--- src/rtl/pza_pkg.sv ---
`default_nettype none
package pza_pkg;

  // widths of the fixed payload fields
  localparam int KEY_W  = 32;
  localparam int TICK_W = 48;
  localparam int CNT_W  = 32;
  localparam int LVL_W  = 8;

  // request codes
  typedef enum logic [2:0] {
    REQ_FRESET   = 3'd0,
    REQ_START    = 3'd1,
    REQ_END      = 3'd2,
    REQ_FINISH   = 3'd3,
    REQ_RD_ENTRY = 3'd4,
    REQ_RD_HIST  = 3'd5
  } req_e;

  // result status codes
  typedef enum logic [1:0] {
    ST_OK     = 2'd0,
    ST_INSERT = 2'd1,
    ST_MISS   = 2'd2,
    ST_FULL   = 2'd3
  } status_e;

  // controller to datapath
  typedef struct packed {
    logic load;
    logic scan;
    logic rd;
    logic calc;
    logic commit;
  } cmd_t;

  // datapath to controller
  typedef struct packed {
    logic scan_req;
    logic found;
    logic exhausted;
    logic need_read;
    logic out_free;
  } stat_t;

endpackage
`default_nettype wire

--- src/rtl/pza_ctrl.sv ---
`default_nettype none
module pza_ctrl (
  input  wire logic          clk_i,
  input  wire logic          rst_ni,
  input  wire logic          in_valid_i,
  output logic               in_stall_o,
  input  wire pza_pkg::stat_t st_i,
  output pza_pkg::cmd_t      cmd_o
);

  typedef enum logic [2:0] {
    S_IDLE,
    S_DISPATCH,
    S_SCAN,
    S_READ,
    S_CALC,
    S_COMMIT
  } state_e;

  state_e state_q;

  // state register
  always_ff @(posedge clk_i or negedge rst_ni) begin
    if (!rst_ni) begin
      state_q <= S_IDLE;
    end else begin
      case (state_q)
        S_IDLE: begin
          if (in_valid_i) state_q <= S_DISPATCH;
        end
        S_DISPATCH: begin
          if (st_i.scan_req) state_q <= S_SCAN;
          else if (st_i.need_read) state_q <= S_READ;
          else state_q <= S_CALC;
        end
        S_SCAN: begin
          if (st_i.found || st_i.exhausted) begin
            state_q <= st_i.need_read ? S_READ : S_CALC;
          end
        end
        S_READ:   state_q <= S_CALC;
        S_CALC:   state_q <= S_COMMIT;
        S_COMMIT: begin
          if (st_i.out_free) state_q <= S_IDLE;
        end
        default:  state_q <= S_IDLE;
      endcase
    end
  end

  // command decode
  always_comb begin
    cmd_o.load   = (state_q == S_IDLE) && in_valid_i;
    cmd_o.scan   = (state_q == S_SCAN);
    cmd_o.rd     = (state_q == S_READ);
    cmd_o.calc   = (state_q == S_CALC);
    cmd_o.commit = (state_q == S_COMMIT) && st_i.out_free;
  end

  assign in_stall_o = (state_q != S_IDLE);

endmodule
`default_nettype wire

--- config.mk ---
export PLATFORM = sky130hd
export DESIGN_NAME = pza_ctrl
export DESIGN_NICKNAME = d
export VERILOG_FILES = /design/src/rtl/pza_pkg.sv /design/src/rtl/pza_ctrl.sv
export SDC_FILE = /design/constraint.sdc
export NUM_CORES = 1
export LEC_CHECK = 0
export BUFFER_PORTS_ARGS = -buffer_cell sky130_fd_sc_hd__buf_4
export CAP_MARGIN = 15
export CORE_AREA = 4 4 41 43
export CTS_CLUSTER_SIZE = 24
export DETAILED_ROUTE_END_ITERATION = 6
export DIE_AREA = 0 0 45 47
export PLACE_DENSITY = 0.52
export SLEW_MARGIN = 20
export SYNTH_ARGS = -nofsm -noshare
export SYNTH_HDL_FRONTEND = slang
export SYNTH_SLANG_ARGS = --single-unit
--- constraint.sdc ---
create_clock -name clk_i -period 1 [get_ports clk_i]
set_input_delay 0.1 -clock clk_i [delete_from_list [all_inputs] [get_ports clk_i]]
set_output_delay 0.1 -clock clk_i [all_outputs]
set_load 0.02 [all_outputs]
==> key figures, run 1 <==
Cells and area
  • Final net count: 69
  • Largest Register: state_q
  • Largest regs: state_q (3)
  • Area growth syn-to-layout: 149%
  • Largest register FFs: 3
  • Finished Layout Cells: 75
  • Final Instance Area: 582 sq um
  • Layout cell share with drive strength beyond 1: 75.0%
  • Layout filler cell count: 135
  • Ant diodes: 0

Yosys
  • #FFs+latches synth: 3
  • Syn Nets: 39
  • Library cells used by synthesis: 19
  • Top post-synthesis cells by area: dfrtp_1 (32%), nor2_1 (14%), a211oi_2 (5.3%), o22ai_1 (5.3%), a21oi_1 (4.3%)
  • Number of synthesized flops with an enable pin: 0
  • Synth Warn #: 0
  • Prevailing post-synth register cell: dfrtp_1
  • Mean Syn Cell Area: 7.55 sq um
  • Share of the synthesized area in the top cell type: 32.1%
  • Async SR Flop Fraction: 100%
  • Post-synthesis sequential area ratio: 32.1%
  • Mapped Area: 234 sq um
  • Area leader, netlist: dfrtp_1
  • Post-synthesis instance total: 31

Global routing
  • Initial antenna violation count: 0
  • Gr usage total: 9.26%
  • First-pass GRT wire length: 1410 um
  • GR Overflow Total: 0
  • Vias in the first global route: 368
  • Largest net degree at the start of global routing: 6

STA
  • Final setup viols: 9
  • Final slew viol count: 0
  • Period utilization: 136%
  • Final hold violations: 0
  • Post-route setup TNS: -2.32 ns
  • Fin crit period: 1.36 ns
  • Worst-Margin Slew: 0.269 ns
  • Achievable Freq: 738 MHz
  • RSZ-0062 raised after global routing: true
  • Rel. slew slack: 81.9%
  • Setup slack after layout: -0.355 ns
  • Clk_skew: 0.000668 ns

Clock network
  • Worst skew pair latency: 0.23 ns
  • CTS buffer count: 3
  • Clock sinks: 3
  • Root Buffer: clkbuf_4
  • Clk buf depth: 2
  • CTS tree: done
  • # H-tree levels: 1
  • CTS clk-pin slew, worst paths: 0.04 ns

Worst setup path
  • Critical path arrival: 1.26 ns
  • CP Launch Type: register
  • Worst path required time: 0.90 ns
  • Crit-path max FO: 4
  • Crit path kind: register to output pin
  • Crit. End Element: output pin

Routing
  • First DRT Iteration DRCs: 3
  • Post-detailed-routing wire length: 979 um
  • DRC violations left: 0
  • Pre-antenna DRT Iters: 5
  • WL/cell: 13.1 um
  • Post-DRT Antenna Nets: 0
  • Via density: 4.68
  • Via Count: 351

Floorplanning
  • Starting density of the core: 18.0%
  • CORE AREA: 0.00130 sq mm
  • Die area: 0.00212 sq mm
  • Die Ht: 47 um
  • Die width: 45 um
  • Rows: 13
  • IO Count: 14

Placement
  • Dpl cells: 64
  • Hpwl dp: 589 um
  • Gpl congestion: 0.710
  • Placed cell areas: 418 sq um
  • # port buffers: 13
  • Pre-CTS setup slack: -0.126 ns

Status
  • Status: finished, violations left
  • Violated checks: setup timing

Worst hold path
  • Hold Path Class: primary input to register

Pwr
  • LEAKAGE: 0.268 nW
  • Pwr/cell area: 3080 mW/mm^2
  • VDD IR max: 0.992 mV

Job
  • Maximum Capacitance Violations: 0
synth_stat cells (all sizes together), types with 2 or more instances:
library cell  instances
nor2                  9
dfrtp                 3
a21oi                 2
inv                   2
nand2b                2
o22ai                 2
layout by cell type (no fill, tap or decap), types with 2 or more instances in the layout:
cell type and instances:
nor2_1 4, nor2_4 3, buf_6 9, nor2_2 2
clkbuf_4 3, dfrtp_2 2, buf_4 15
critical path, stage by stage (launching register included):
cell and delay, ns:
dfrtp_2 0.42, or3_4 0.39, nor2_4 0.09, buf_6 0.12
cell families after synthesis:
| family | count (synthesis) | share of synthesized area [%] |
|---|---|---|
| compound gates | 9 | 27.3 |
| simple gates | 17 | 37.4 |
| buf+inv | 2 | 3.21 |
| flops | 3 | 32.1 |
cell type report:
| type | count | area [sq um] | area share [%] |
|---|---|---|---|
| clock buffers | 4 | 26.3 | 4.52 |
| inverters | 2 | 7.51 | 1.29 |
| multi-input cells | 26 | 228 | 39.1 |
| flip-flops and latches | 3 | 77.6 | 13.3 |
| well taps | 15 | 18.8 | 3.23 |
| repair buffers | 25 | 224 | 38.5 |
worst paths after layout:
| path | from | to | slack (ns) | cells past startpoint |
|---|---|---|---|---|
| worst max register to register | state_q[0]$_DFFE_PN0P_ | state_q[2]$_DFFE_PN0P_ | -0.24 | 6 |
| min in group asynchronous | rst_ni | state_q[1]$_DFFE_PN0P_ | 0.19 | 2 |
| max in group asynchronous | rst_ni | state_q[2]$_DFFE_PN0P_ | 0.70 | 2 |
| worst max-delay path | state_q[1]$_DFFE_PN0P_ | cmd_o[4] | -0.36 | 3 |
| worst min register to register | state_q[1]$_DFFE_PN0P_ | state_q[1]$_DFFE_PN0P_ | 0.73 | 3 |
| worst min-delay path | st_i[0] | state_q[0]$_DFFE_PN0P_ | 0.09 | 2 |
metal layers:
layer  track usage (%)  part of all wire, %  vias up
met4              9.36                  1.2        0
met3              1.15                  5.6        2
met5                 0                    0        -
met2              16.9                   58       14
li1                  -                    -      167
met1              8.70                   35      168
stage by stage:
step	hold WS, ns	util, %	power (mW)
finish	0.0860	44.7	1.79
detailed placement	-0.110	32.1	1.16
global route	0.0921	44.7	1.88
floorplan	-0.196	-	0.787
CTS	0.0834	42.5	1.66
global placement	-0.110	32.1	1.16
timing repair:
item	in CTS	in global routing
hold buffers	1	0
setup buffers	6	1
endpoints found under the hold margin	3	0
gates resized for setup	16	5
gates cloned	0	0
pin swaps	4	4
setup endpoints to repair	9	9
report_power, final:
group	internal (mW)	switching, mW
registers	0.183	0.0659
clock network	0.150	0.0655
logic	0.723	0.604
total	1.06	0.736
Note: power is estimated with default switching activity, not from simulation.
==> inputs of run 2 (changes only) <==
--- a/config.mk
+++ b/config.mk
@@ -5,13 +5,14 @@
 export SDC_FILE = /design/constraint.sdc
 export NUM_CORES = 1
 export LEC_CHECK = 0
+export ABC_AREA = 1
 export BUFFER_PORTS_ARGS = -buffer_cell sky130_fd_sc_hd__buf_4
 export CAP_MARGIN = 15
 export CORE_AREA = 4 4 41 43
 export CTS_CLUSTER_SIZE = 24
 export DETAILED_ROUTE_END_ITERATION = 6
 export DIE_AREA = 0 0 45 47
-export PLACE_DENSITY = 0.52
+export PLACE_DENSITY = 0.54
 export SLEW_MARGIN = 20
 export SYNTH_ARGS = -nofsm -noshare
 export SYNTH_HDL_FRONTEND = slang
==> run 2 against run 1 <==
The run still ends with setup timing left. Synthesized cell count is 45% higher. Worst hold slack better by 0.11 ns. Sequential share of layout area is 0.30 points higher. Core utilization is 0.29 points lower. Global-route usage is 1.7 points lower. Clock power hardly changed. Critical endpoint is now cmd_o[0]. Routed wire length is 25% lower. Die area stayed put. Highest routed layer is now met3. Clock skew is 0.0056 ns higher. Sequential cell count stayed put.
==> key figures, run 2 <==
STA
  • Worst-Margin Slew: 0.199 ns (-0.0697 ns)
  • Fin crit period: 1.23 ns (-0.121 ns)
  • Final setup viols: 9 (unchanged)
  • Rel. slew slack: 86.6% (+4.7 points)
  • Clk_skew: 0.00627 ns (+0.00560 ns)
  • RSZ-0062 raised after global routing: true
  • Final hold violations: 0 (unchanged)
  • Achievable Freq: 810 MHz (+9.8%)
  • Period utilization: 123% (-12 points)
  • Post-route setup TNS: -1.42 ns (+0.906 ns)
  • Final slew viol count: 0 (unchanged)
  • Setup slack after layout: -0.234 ns (+0.121 ns)
  • Worst hold margin: 0.193 ns (+0.107 ns)

Pwr
  • Clock network power share: 13.3% (+1.3 points)
  • Sw Pwr: 0.718 mW (-2.4%)
  • Logic pwr share: 69.2% (-4.9 points)
  • Net Sw Frac: 45.0% (+3.9 points)
  • LEAKAGE: 0.304 nW (+13%)
  • Int Power: 0.877 mW (-17%)
  • Pwr Total: 1.59 mW (-11%)
  • Pwr/cell area: 2760 mW/mm^2 (-10%)
  • Register share of total power: 17.5% (+3.6 points)
  • VDD IR max: 1.06 mV (+6.6%)

Routing
  • Top Layer Used: met3
  • WL/cell: 8.53 um (-35%)
  • Pre-antenna DRT Iters: 1 (-4)
  • Post-detailed-routing wire length: 734 um (-25%)
  • DRC violations left: 0 (unchanged)
  • Metal-1 WL: 273 um (-20%)
  • Via density: 4.24 (-9.3%)
  • Post-DRT Antenna Nets: 0 (unchanged)
  • Met2 wire len: 404 um (-29%)
  • Via Count: 365 (+4.0%)
  • Met3 wire length: 55 um (unchanged)
  • First DRT Iteration DRCs: 0 (-3)

Yosys
  • Library cells used by synthesis: 13 (-6)
  • Async SR Flop Fraction: 100% (unchanged)
  • Syn Nets: 53 (+36%)
  • Post-synthesis instance total: 45 (+45%)
  • Mapped Area: 267 sq um (+14%)
  • Post-synthesis sequential area ratio: 28.2% (-3.9 points)
  • Share of the synthesized area in the top cell type: 28.2% (-3.9 points)
  • Area leader, netlist: dfrtp_1
  • #FFs+latches synth: 3 (unchanged)
  • Number of synthesized flops with an enable pin: 0 (unchanged)
  • Prevailing post-synth register cell: dfrtp_1
  • Most common cell in the netlist: nand2_1
  • Synth Warn #: 0 (unchanged)
  • Top post-synthesis cells by area: dfrtp_1 (28%), nand2_1 (14%), nand3_1 (13%), inv_1 (11%), nor2_1 (7.0%)
  • Mean Syn Cell Area: 5.92 sq um (-22%)
  • Commonest cells in the netlist: nand2_1 (10), inv_1 (8), nand3_1 (7)

Worst setup path
  • CP Cell Sequence: nor4_2, buf_4
  • Crit. End Element: output pin
  • Crit-path max cell delay: 0.44 ns (+0.02 ns)
  • Crit-path slowest cell: dfrtp_2
  • Worst path required time: 0.90 ns (about the same)
  • CP Launch Type: register
  • Crit-path max FO: 4 (unchanged)
  • Crit path kind: register to output pin
  • FF-to-FF Start: state_q[0]$_DFFE_PN0P_
  • Critical path arrival: 1.13 ns (-0.13 ns)
  • Critical Path Source: state_q[1]$_DFFE_PN0P_

Global routing
  • Vias in the first global route: 327 (-11%)
  • Gr usage total: 7.59% (-1.7 points)
  • GR Overflow Total: 0 (unchanged)
  • Largest net degree at the start of global routing: 7 (+1)
  • First-pass GRT wire length: 1180 um (-16%)
  • Initial antenna violation count: 0 (unchanged)

Placement
  • # port buffers: 13 (unchanged)
  • Gpl congestion: 0.661 (-6.9%)
  • Dpl cells: 77 (+20%)
  • Placed cell areas: 432 sq um (+3.3%)
  • Pre-CTS setup slack: -0.0891 ns (+0.0371 ns)
  • Hpwl dp: 567 um (-3.7%)

Cells and area
  • Largest register FFs: 3 (unchanged)
  • Most frequent cells in the layout: buf_4 (14), buf_6 (7), inv_1 (6)
  • Final net count: 80 (+16%)
  • Area growth syn-to-layout: 117%
  • Layout cell share with drive strength beyond 1: 69.0% (-6.0 points)
  • Largest Register: state_q
  • Finished Layout Cells: 86 (+15%)
  • Final Instance Area: 578 sq um (-0.65%)
  • Most common cell after layout, fill and taps aside: buf_4
  • Largest regs: state_q (3)
  • Post-layout util: 44.4% (-0.29 points)
  • Ant diodes: 0 (unchanged)

Floorplanning
  • CORE AREA: 0.00130 sq mm (unchanged)
  • Starting density of the core: 20.5% (+2.5 points)
  • Die width: 45 um (unchanged)
  • Die area: 0.00212 sq mm (unchanged)
  • Rows: 13 (unchanged)
  • Die Ht: 47 um (unchanged)
  • IO Count: 14 (unchanged)

Clock network
  • CTS buffer count: 3 (unchanged)
  • Clock sinks: 3 (unchanged)
  • Worst skew pair latency: 0.23 ns (about the same)
  • Root Buffer: clkbuf_4
  • # H-tree levels: 1 (unchanged)
  • Clk buf depth: 2 (unchanged)
  • CTS tree: done
  • CTS clk-pin slew, worst paths: 0.04 ns (about the same)

Job
  • Maximum Capacitance Violations: 0 (unchanged)

Status
  • Violated checks: setup timing
  • Status: finished, violations left

Worst hold path
  • Hold Path Class: primary input to asynchronous set/reset pin
[run 2: final timing paths]
path                                     endpoint  slack (ns)  cells past startpoint
setup / recovery                         cmd_o[0]       -0.23                      2
hold / removal             state_q[1]$_DFFE_PN0P_        0.19                      2
setup reg to reg           state_q[2]$_DFFE_PN0P_       -0.12                      7
hold reg to reg            state_q[2]$_DFFE_PN0P_        0.72                      4
max in group asynchronous  state_q[2]$_DFFE_PN0P_        0.70                      2
min in group clk_i         state_q[0]$_DFFE_PN0P_        0.27                      6
[run 2: kinds of logic (layout without fill, tap and decap cells)]
| group | count (synthesis) | after routing | synth area share (%) |
|---|---|---|---|
| AOI/OAI and AO/OA | 2 | 2 | 6.10 |
| buffers and inverters | 11 | 37 | 15.5 |
| DFF | 3 | 3 | 28.2 |
| and+or+nand+nor | 29 | 29 | 50.2 |
[run 2: per-layer routing]
| layer | GRT usage (%) | up-vias |
|---|---|---|
| li1 | - | 190 |
| met1 | 8.45 | 166 |
| met2 | 13.3 | 9 |
| met3 | 1.15 | 0 |
| met4 | 5.26 | 0 |
| met5 | 0 | - |
[run 2: repair_timing]
action / CTS / global route
resized for setup: 17 / 8
gates cloned: 0 / 0
pin swaps: 4 / 4
endpoints found under the hold margin: 3 / 0
endpoints found under the setup margin: 9 / 9
setup buffers: 4 / 0
hold buffers: 1 / 0
[run 2: critical path: cells and delay by family (launching register included)]
| family | cells | cell delay (ns) |
|---|---|---|
| flops | 1 | 0.44 |
| buf+inv | 1 | 0.18 |
| simple gates | 1 | 0.28 |
[run 2: power groups by stage]
stage / combinational, mW / clock [mW] / sequential, mW
after floorplan: 0.487 / 0 / 0.234
after global placement: 0.770 / 0 / 0.246
after detailed placement: 0.772 / 0 / 0.245
after CTS: 1.04 / 0.223 / 0.263
after global routing: 1.21 / 0.225 / 0.290
final: 1.10 / 0.212 / 0.280
[run 2: final cells by class]
cell class | count | area [sq um]
Sequential cell | 3 | 78.8
Fill cell | 138 | 723
Inverter | 11 | 43.8
Clock buffer | 4 | 26.3
Multi-Input combinational cell | 31 | 216
Tap cell | 15 | 18.8
Timing Repair Buffer | 22 | 194
